**src/hdl/efr_pkg.sv**
```systemverilog
package efr_pkg;

	localparam int unsigned COUNT_W = 6;
	localparam int unsigned FRAME_LEN_DEF = 16;
	localparam int unsigned BUFFER_LEN_DEF = 32;
	localparam logic [7:0] ESC_FLIP = 8'h20;
	localparam logic [COUNT_W-1:0] COUNT_MAX = '1;
	localparam logic [7:0] MISS_MAX = '1;

	localparam logic OP_BYTE = 1'b0;
	localparam logic OP_POLL = 1'b1;

	typedef enum logic [1:0] {
		KIND_DECODED = 2'd0,
		KIND_VERDICT = 2'd1,
		KIND_POLL    = 2'd2
	} result_kind_t;

	typedef enum logic [1:0] {
		REG_START  = 2'd0,
		REG_STOP   = 2'd1,
		REG_ESCAPE = 2'd2,
		REG_LIMIT  = 2'd3
	} reg_index_t;

	typedef struct packed {
		logic [7:0] start_marker;
		logic [7:0] stop_marker;
		logic [7:0] escape_marker;
		logic [7:0] miss_limit;
	} cfg_t;

	typedef struct packed {
		logic         has;
		result_kind_t kind;
		logic [7:0]   decoded_byte;
		logic         frame_good;
		logic         link_lost;
	} result_t;

endpackage

```
**src/hdl/efr_if.sv**
```systemverilog
interface efr_in_if;
	import efr_pkg::*;

	logic       valid;
	logic       ready;
	logic       operation;
	logic [7:0] rx_byte;

	modport source (output valid, output operation, output rx_byte, input ready);
	modport sink (input valid, input operation, input rx_byte, output ready);
endinterface

interface efr_out_if;
	import efr_pkg::*;

	logic         valid;
	logic         ready;
	result_kind_t result_kind;
	logic [7:0]   decoded_byte;
	logic         frame_good;
	logic         link_lost;

	modport source (
		output valid, output result_kind, output decoded_byte,
		output frame_good, output link_lost, input ready
	);
	modport sink (
		input valid, input result_kind, input decoded_byte,
		input frame_good, input link_lost, output ready
	);
endinterface

```
**src/hdl/efr_frame.sv**
```systemverilog
module efr_frame #(
	parameter int unsigned FRAME_LEN  = efr_pkg::FRAME_LEN_DEF,
	parameter int unsigned BUFFER_LEN = efr_pkg::BUFFER_LEN_DEF
) (
	input  logic             clk,
	input  logic             arst_n,
	input  logic             step,
	input  logic             operation,
	input  logic [7:0]       rx_byte,
	input  efr_pkg::cfg_t    cfg,
	output efr_pkg::result_t res,
	output logic             frame_open
);
	import efr_pkg::*;

	localparam logic [COUNT_W-1:0] BUF_C   = COUNT_W'(BUFFER_LEN);
	localparam logic [COUNT_W:0]   SUM_END = (COUNT_W+1)'(FRAME_LEN - 3);
	localparam logic [COUNT_W:0]   CHK_POS = (COUNT_W+1)'(FRAME_LEN - 2);
	localparam logic [COUNT_W-1:0] MIN_DEC = COUNT_W'(FRAME_LEN - 2);

	logic               in_frame_q, in_frame_d;
	logic [COUNT_W-1:0] raw_count_q, raw_count_d;
	logic               esc_q, esc_d;
	logic [COUNT_W-1:0] dec_count_q, dec_count_d;
	logic [7:0]         sum_q, sum_d;
	logic [7:0]         check_q, check_d;
	logic               err_q, err_d;
	logic               good_seen_q, good_seen_d;
	logic [7:0]         missed_q, missed_d;

	logic               take;
	logic [7:0]         data;
	logic [COUNT_W:0]   pos;
	logic               err_raw;
	logic               good;

	always_comb begin
		in_frame_d  = in_frame_q;
		raw_count_d = raw_count_q;
		esc_d       = esc_q;
		dec_count_d = dec_count_q;
		sum_d       = sum_q;
		check_d     = check_q;
		err_d       = err_q;
		good_seen_d = good_seen_q;
		missed_d    = missed_q;
		res         = '{has: 1'b0, kind: KIND_DECODED, decoded_byte: 8'd0,
			frame_good: 1'b0, link_lost: 1'b0};
		take        = 1'b0;
		data        = rx_byte;
		err_raw     = err_q || (raw_count_q >= BUF_C);
		good        = 1'b0;
		pos         = {1'b0, dec_count_q} + 1'b1;

		if (operation == OP_POLL) begin
			in_frame_d  = 1'b0;
			raw_count_d = '0;
			esc_d       = 1'b0;
			dec_count_d = '0;
			sum_d       = '0;
			check_d     = '0;
			err_d       = 1'b0;
			if (good_seen_q) begin
				missed_d = '0;
			end else if (missed_q != MISS_MAX) begin
				missed_d = missed_q + 1'b1;
			end
			good_seen_d   = 1'b0;
			res.has       = 1'b1;
			res.kind      = KIND_POLL;
			res.link_lost = (missed_d >= cfg.miss_limit);
		end else if (!in_frame_q) begin
			if (rx_byte == cfg.start_marker) begin
				in_frame_d  = 1'b1;
				raw_count_d = COUNT_W'(1);
				esc_d       = 1'b0;
				dec_count_d = '0;
				sum_d       = '0;
				check_d     = '0;
				err_d       = 1'b0;
			end
		end else if (raw_count_q == COUNT_W'(1) && rx_byte == cfg.start_marker) begin
			in_frame_d  = 1'b0;
			raw_count_d = '0;
			esc_d       = 1'b0;
			dec_count_d = '0;
			sum_d       = '0;
			check_d     = '0;
			err_d       = 1'b0;
		end else begin
			err_d       = err_raw;
			raw_count_d = (raw_count_q >= BUF_C) ? BUF_C : raw_count_q + 1'b1;
			if (rx_byte == cfg.stop_marker) begin
				good = !err_raw && !esc_q && (dec_count_q >= MIN_DEC) && (check_q == ~sum_q);
				if (good) begin
					good_seen_d = 1'b1;
				end
				in_frame_d     = 1'b0;
				raw_count_d    = '0;
				esc_d          = 1'b0;
				dec_count_d    = '0;
				sum_d          = '0;
				check_d        = '0;
				err_d          = 1'b0;
				res.has        = 1'b1;
				res.kind       = KIND_VERDICT;
				res.frame_good = good;
			end else if (esc_q) begin
				esc_d = 1'b0;
				data  = rx_byte ^ ESC_FLIP;
				take  = 1'b1;
			end else if (rx_byte == cfg.escape_marker) begin
				esc_d = 1'b1;
			end else begin
				take = 1'b1;
			end
		end

		if (take) begin
			if (pos <= SUM_END) begin
				sum_d = sum_q + data;
			end else if (pos == CHK_POS) begin
				check_d = data;
			end
			dec_count_d      = pos[COUNT_W] ? COUNT_MAX : pos[COUNT_W-1:0];
			res.has          = 1'b1;
			res.kind         = KIND_DECODED;
			res.decoded_byte = data;
		end
	end

	always_ff @(posedge clk or negedge arst_n) begin
		if (!arst_n) begin
			in_frame_q  <= 1'b0;
			raw_count_q <= '0;
			esc_q       <= 1'b0;
			dec_count_q <= '0;
			sum_q       <= '0;
			check_q     <= '0;
			err_q       <= 1'b0;
			good_seen_q <= 1'b0;
			missed_q    <= '0;
		end else if (step) begin
			in_frame_q  <= in_frame_d;
			raw_count_q <= raw_count_d;
			esc_q       <= esc_d;
			dec_count_q <= dec_count_d;
			sum_q       <= sum_d;
			check_q     <= check_d;
			err_q       <= err_d;
			good_seen_q <= good_seen_d;
			missed_q    <= missed_d;
		end
	end

	assign frame_open = in_frame_q;

endmodule

```
**src/hdl/escaped_frame_receiver_with_checksum.sv**
```systemverilog
// Byte-stuffed frame receiver with an additive checksum and a link-loss monitor. Each
// transaction on rx carries either a received byte or a poll tick; each produces at most one
// transaction on result: a decoded byte, a frame verdict or a poll status. The block sustains
// one rx transaction per clock cycle while result is ready. An accepted transaction is held in
// an input register, its per-byte update runs in a single pass of combinational logic, and its
// result lands in an output register, which holds it on result until it is taken. While a
// finished result waits, the input register can still take one transaction; rx is then held
// off until result is ready.
// Configuration writes are to be made only while no transaction is in flight.
module escaped_frame_receiver_with_checksum #(
	parameter int unsigned FRAME_LEN  = efr_pkg::FRAME_LEN_DEF,
	parameter int unsigned BUFFER_LEN = efr_pkg::BUFFER_LEN_DEF
) (
	input  logic       clk,
	input  logic       arst_n,
	efr_in_if.sink     rx,
	efr_out_if.source  result,
	input  logic       cfg_we,
	input  logic [1:0] cfg_index,
	input  logic [7:0] cfg_data
);
	import efr_pkg::*;

	cfg_t         cfg_q;
	logic         valid_s1;
	logic         op_s1;
	logic [7:0]   byte_s1;
	logic         adv_s1;
	result_t      step_res;
	logic         frame_open;
	logic         res_valid_q;
	result_kind_t res_kind_q;
	logic [7:0]   res_byte_q;
	logic         res_good_q;
	logic         res_lost_q;

	always_ff @(posedge clk or negedge arst_n) begin
		if (!arst_n) begin
			cfg_q <= '{start_marker: 8'd2, stop_marker: 8'd3, escape_marker: 8'd125,
				miss_limit: 8'd6};
		end else if (cfg_we) begin
			case (reg_index_t'(cfg_index))
				REG_START:  cfg_q.start_marker  <= cfg_data;
				REG_STOP:   cfg_q.stop_marker   <= cfg_data;
				REG_ESCAPE: cfg_q.escape_marker <= cfg_data;
				REG_LIMIT:  cfg_q.miss_limit    <= cfg_data;
				default:    cfg_q               <= cfg_q;
			endcase
		end
	end

	assign adv_s1   = valid_s1 && (!res_valid_q || result.ready);
	assign rx.ready = !valid_s1 || adv_s1;

	always_ff @(posedge clk or negedge arst_n) begin
		if (!arst_n) begin
			valid_s1 <= 1'b0;
		end else if (rx.ready) begin
			valid_s1 <= rx.valid;
		end
	end

	always_ff @(posedge clk) begin
		if (rx.ready && rx.valid) begin
			op_s1   <= rx.operation;
			byte_s1 <= rx.rx_byte;
		end
	end

	efr_frame #(
		.FRAME_LEN  (FRAME_LEN),
		.BUFFER_LEN (BUFFER_LEN)
	) u_frame (
		.clk        (clk),
		.arst_n     (arst_n),
		.step       (adv_s1),
		.operation  (op_s1),
		.rx_byte    (byte_s1),
		.cfg        (cfg_q),
		.res        (step_res),
		.frame_open (frame_open)
	);

	always_ff @(posedge clk or negedge arst_n) begin
		if (!arst_n) begin
			res_valid_q <= 1'b0;
		end else if (adv_s1) begin
			res_valid_q <= step_res.has;
		end else if (result.ready) begin
			res_valid_q <= 1'b0;
		end
	end

	always_ff @(posedge clk) begin
		if (adv_s1 && step_res.has) begin
			res_kind_q <= step_res.kind;
			res_byte_q <= step_res.decoded_byte;
			res_good_q <= step_res.frame_good;
			res_lost_q <= step_res.link_lost;
		end
	end

	assign result.valid        = res_valid_q;
	assign result.result_kind  = res_kind_q;
	assign result.decoded_byte = res_byte_q;
	assign result.frame_good   = res_good_q;
	assign result.link_lost    = res_lost_q;

	// A blocked input stage must keep its transaction.
	a_s1_hold: assert property (@(posedge clk) disable iff (!arst_n)
		valid_s1 && !adv_s1 |=> valid_s1 && $stable(byte_s1) && $stable(op_s1))
		else $error("input stage lost or changed a blocked transaction");

	// A poll always abandons any open frame.
	a_poll_closes: assert property (@(posedge clk) disable iff (!arst_n)
		adv_s1 && op_s1 == OP_POLL |=> !frame_open)
		else $error("frame still open after a poll");

	// Only a poll status may report a lost link.
	a_lost_kind: assert property (@(posedge clk) disable iff (!arst_n)
		res_valid_q && res_kind_q != KIND_POLL |-> !res_lost_q)
		else $error("link loss reported outside a poll status");

	// A verdict can only close a frame that was open.
	a_verdict_open: assert property (@(posedge clk) disable iff (!arst_n)
		adv_s1 && step_res.has && step_res.kind == KIND_VERDICT |-> frame_open)
		else $error("verdict produced without an open frame");

endmodule
```
**src/flat_wrapper.sv**
```systemverilog
// flat-port wrapper written by rule: the top's interface ports become plain ports
module escaped_frame_receiver_with_checksum_flat import efr_pkg::*;
#(
	parameter int unsigned FRAME_LEN  = efr_pkg::FRAME_LEN_DEF,
	parameter int unsigned BUFFER_LEN = efr_pkg::BUFFER_LEN_DEF
)
  (clk, arst_n, cfg_we, cfg_index, cfg_data, rx_valid, rx_operation, rx_rx_byte, rx_ready, result_valid, result_result_kind, result_decoded_byte, result_frame_good, result_link_lost, result_ready);
  efr_in_if rx_i ();
  efr_out_if result_i ();
  input  logic clk;
  input  logic arst_n;
  input  logic cfg_we;
  input  logic [1:0] cfg_index;
  input  logic [7:0] cfg_data;
  input wire logic [$bits(rx_i.valid)-1:0] rx_valid;
  input wire logic [$bits(rx_i.operation)-1:0] rx_operation;
  input wire logic [$bits(rx_i.rx_byte)-1:0] rx_rx_byte;
  output wire logic [$bits(rx_i.ready)-1:0] rx_ready;
  output wire logic [$bits(result_i.valid)-1:0] result_valid;
  output wire logic [$bits(result_i.result_kind)-1:0] result_result_kind;
  output wire logic [$bits(result_i.decoded_byte)-1:0] result_decoded_byte;
  output wire logic [$bits(result_i.frame_good)-1:0] result_frame_good;
  output wire logic [$bits(result_i.link_lost)-1:0] result_link_lost;
  input wire logic [$bits(result_i.ready)-1:0] result_ready;
  assign rx_i.valid = rx_valid;
  assign rx_i.operation = rx_operation;
  assign rx_i.rx_byte = rx_rx_byte;
  assign rx_ready = rx_i.ready;
  assign result_valid = result_i.valid;
  assign result_result_kind = result_i.result_kind;
  assign result_decoded_byte = result_i.decoded_byte;
  assign result_frame_good = result_i.frame_good;
  assign result_link_lost = result_i.link_lost;
  assign result_i.ready = result_ready;
  escaped_frame_receiver_with_checksum #(.FRAME_LEN(FRAME_LEN), .BUFFER_LEN(BUFFER_LEN)) u_core (.clk(clk), .arst_n(arst_n), .rx(rx_i), .result(result_i), .cfg_we(cfg_we), .cfg_index(cfg_index), .cfg_data(cfg_data));
endmodule
```
**config.mk**
```make
export PLATFORM = sky130hd
export DESIGN_NAME = escaped_frame_receiver_with_checksum_flat
export DESIGN_NICKNAME = d
export VERILOG_FILES = /design/src/hdl/efr_pkg.sv /design/src/hdl/efr_if.sv /design/src/hdl/efr_frame.sv /design/src/hdl/escaped_frame_receiver_with_checksum.sv /design/src/flat_wrapper.sv
export SDC_FILE = /design/constraint.sdc
export NUM_CORES = 1
export LEC_CHECK = 0
export ABC_AREA = 1
export BUFFER_PORTS_ARGS = -buffer_cell sky130_fd_sc_hd__buf_2
export CORE_ASPECT_RATIO = 0.8
export CORE_MARGIN = 8
export CORE_UTILIZATION = 60
export CTS_CLUSTER_DIAMETER = 50
export DETAILED_ROUTE_END_ITERATION = 7
export PLACE_DENSITY = 0.79
export SETUP_SLACK_MARGIN = 0.02
export SLEW_MARGIN = 5
export SYNTH_ARGS = -nofsm -noshare
export SYNTH_HDL_FRONTEND = slang
export SYNTH_HIERARCHICAL = 1
export SYNTH_SLANG_ARGS = --single-unit
```
**constraint.sdc**
```tcl
create_clock -name clk -period 4.96 [get_ports clk]
set_input_delay 0.248 -clock clk [delete_from_list [all_inputs] [get_ports clk]]
set_output_delay 0.248 -clock clk [all_outputs]
set_load 0.1 [all_outputs]
```
==> results.sh <==
export IMPL_final_nets=777
export IMPL_track_usage=0.226
export IMPL_synth_top_family_by_area="simple AND/OR/NAND/NOR gates"
export IMPL_vdd_drop_max_uv=337
export IMPL_avgRoutedWirePerCell_um=16.6
export IMPL_min_path_type="in -> reg"
export IMPL_crit_fanout=12
export IMPL_synth_common_cells="nand2_1, inv_1, dfrtp_1"
export IMPL_regArea_um2=2500
export IMPL_drt_iter0_markers=330
export IMPL_p_per_area_nw_per_um2=371
export IMPL_grt_pass1_vias=4769
export IMPL_ys_top_cells_by_area="dfrtp_1, nand2_1, edfxtp_1"
export IMPL_gp_congestion=0.948
export IMPL_final_layout_size_suffix_gt1_frac=0.143
export IMPL_period_share=0.603
export IMPL_fin_skew_ns=0.00584
export IMPL_tritoncts="yes"
export IMPL_h_tree_depth=3
export IMPL_drtAntennaViolNets=0
export IMPL_syn_nets=747
export IMPL_antenna_found_initial=0
export IMPL_syn_area_per_cell_um2=8.29
export IMPL_yosysMostFrequentCell="nand2_1"
export IMPL_vias_per_cell=5.68
export IMPL_synth_compound_gate_area_share=0.0690
export IMPL_clock_sinks=95
export IMPL_post_cts_buffers=0
export IMPL_yosys_warnings=6
export IMPL_die_w_um=126
export IMPL_hpwl_um=10600
export IMPL_n_antenna_cell=0
export IMPL_clk_latency_ns=0.35
export IMPL_r2r_end="u_core/result.frame_good"
export IMPL_multi_input_area_um2=2740
export IMPL_grt_max_degree=75
export IMPL_synth_xor_area_share=0.0437
export IMPL_placementRows=32
export IMPL_min_delay_start="rx_rx_byte[0]"
export IMPL_max_freq_ghz=0.334
export IMPL_synth_adder_area_share=0.0553
export IMPL_end_kind="flip-flop"
export IMPL_required_ns=4.93
export IMPL_path_class="reg -> reg"
export IMPL_status="completed"
export IMPL_cts_path_max_buffers=2
export IMPL_yosysUniqueCellTypes=46
export IMPL_grt_first_pass_wirelength_um=23600
export IMPL_drc=0
export IMPL_syn_area_um2=5790
export IMPL_max_slew_margin=0.261
export IMPL_finalPower_w=0.00233
export IMPL_seq_area_frac_synth=0.431
export IMPL_cellLeakagePower_nw=3.04
export IMPL_cp_start_kind="flip-flop"
export IMPL_port_buffers=37
export IMPL_arrival_ns=2.96
export IMPL_cts_resized_gates=0
export IMPL_r2r_cells=10
export IMPL_hold_depth=1
export IMPL_pin_count=38
export IMPL_die_y_um=104
export IMPL_crit_start="u_core/byte_s1[4]"
export IMPL_synth_top_cell_area_share=0.272
export IMPL_synth_area_mux_share=0
export IMPL_finalHoldViolCount=0
export IMPL_root_buffer="clkbuf_16"
export IMPL_async_flop_share=0.779
export IMPL_synth_edf_count=21
export IMPL_initial_core_util=0.607
export IMPL_area_growth_pct=8.32
export IMPL_placeableCoreArea_um2=9530
export IMPL_syn_inst=698
export IMPL_yosysTopAreaCell="dfrtp_1"
export IMPL_finalSetupTns_ns=0
export IMPL_cts_buffers=9
export IMPL_grt_ovfl_total=0
export IMPL_finalCriticalPeriod_ns=2.99
export IMPL_setup_viol=0
export IMPL_num_vias=4838
export IMPL_r2r_start="u_core/byte_s1[4]"
export IMPL_cp_endpoint="u_core/result.frame_good"
export IMPL_clk_pin_slew_ns=0.07
export IMPL_dieArea_um2=13100
export IMPL_maxCapViolCount=0
export IMPL_first_pass_iters=5
export IMPL_rsz0062_at_grt="no"
export IMPL_drt_total_wl_um=14200
export IMPL_hold_ws_ns=0.0785
export IMPL_ys_ff_latch=95
export IMPL_yosys_area_share_simple=0.305
export IMPL_n_fill_cell=799
export IMPL_r2r_setup_slack_ns=1.97
export IMPL_synth_ff_type="dfrtp_1"
export IMPL_tightest_slew_ns=1.10
export IMPL_drv_slew=0
export IMPL_hold_buffers=0
per-stage QoR:
stage | setup slack (ns) | cell area, µm² | utilization | std cells
global route | 1.78 | 6270 | 0.658 | 852
detailed placement | 1.99 | 5960 | 0.626 | 836
global placement | 2.10 | 5960 | 0.626 | 836
finish | 1.97 | 6270 | 0.658 | 852
floorplan | 2.23 | 5790 | - | 698
CTS | 1.97 | 6270 | 0.658 | 852
layout make-up:
class                           instances  share of cell area
Clock buffer                           10              0.0365
Clock inverter                          6              0.0124
Inverter                               93              0.0601
Multi-Input combinational cell        490               0.437
Sequential cell                        95               0.398
Tap cell                              119              0.0237
Timing Repair Buffer                   39              0.0319
worst max-delay path, cell delays in order, from the launching register on:
cell and delay, ns:
edfxtp_1 0.54, xnor2_1 0.20, nand2_1 0.11, nor2_4 0.06
nand3_4 0.11, nand3_4 0.10, nor2_4 0.15, nand2_1 0.25
nand3_1 0.14, inv_1 0.07, nor3_2 0.87
flip-flops by register name, indices dropped and copies added, names as in the netlist:
| signal | cells |
|---|---|
| u_core/byte_s1 | 8 |
| u_core/cfg_q | 32 |
| u_core/op_s1 | 1 |
| u_core/result.decoded_byte | 8 |
| u_core/result.frame_good | 1 |
| u_core/result.link_lost | 1 |
| u_core/result.result_kind | 2 |
| u_core/result.valid | 1 |
| u_core/u_frame/check_q | 8 |
| u_core/u_frame/dec_count_q | 6 |
| u_core/u_frame/err_q | 1 |
| u_core/u_frame/esc_q | 1 |
| u_core/u_frame/frame_open | 1 |
| u_core/u_frame/good_seen_q | 1 |
| u_core/u_frame/missed_q | 8 |
| u_core/u_frame/raw_count_q | 6 |
| u_core/u_frame/sum_q | 8 |
| u_core/valid_s1 | 1 |
layout by cell type (no fill, tap or decap), types with 2 or more instances in the layout:
cell,synthesis,routed
nor3_1,12,11
nor2_4,4,4
inv_8,0,2
o2111ai_1,2,2
buf_2,2,37
nand4_1,33,33
dfstp_2,11,11
nor2_1,42,42
dfrtp_1,63,63
xor2_1,7,7
o22ai_1,9,9
a21oi_2,2,2
o21ai_1,9,9
nor3_2,1,2
nand3b_1,2,2
nand2_2,7,7
edfxtp_1,21,21
clkinv_1,3,3
nand2_4,2,2
ha_1,24,24
inv_1,80,80
nand2_1,198,198
nand3_4,5,5
nand3_1,52,52
xnor2_1,20,20
inv_2,8,8
o21a_1,2,2
o21ai_0,23,23
nor2_8,2,2
bufinv_8,2,2
clkbuf_16,0,9
nor4_1,3,3
buf_4,1,2
a21oi_1,17,17
logic make-up (layout without fill, tap and decap cells):
| family | Yosys count | after routing |
|---|---|---|
| AO/OA/AOI/OAI | 70 | 70 |
| XOR/XNOR | 28 | 28 |
| adder cells (fa/ha/maj) | 25 | 25 |
| buffers and inverters | 113 | 148 |
| flip-flops | 95 | 95 |
| AND/OR/NAND/NOR | 367 | 367 |
power by group:
group / leakage [nW] / switching, W / internal, W
clock network: 0.147 / 0.000325 / 0.000401
logic: 1.75 / 0.000394 / 0.000198
registers: 1.15 / 0.0000991 / 0.000909
worst min path at each step:
stage,endpoint,slack [ns]
floorplan,u_core/cfg_q[0],-0.05
global placement,u_core/byte_s1[0],0.43
detailed placement,u_core/byte_s1[0],0.44
CTS,u_core/byte_s1[0],0.07
global route,u_core/op_s1,0.07
finish,u_core/byte_s1[0],0.08
routing by layer:
metal	GRT usage	part of all wire	wire, µm
met2	0.365	0.47	6720
met4	0.0917	0.026	364
met5	0	0	0
met1	0.292	0.44	6170
met3	0.0456	0.065	924
Note: power is estimated with default switching activity, not from simulation.
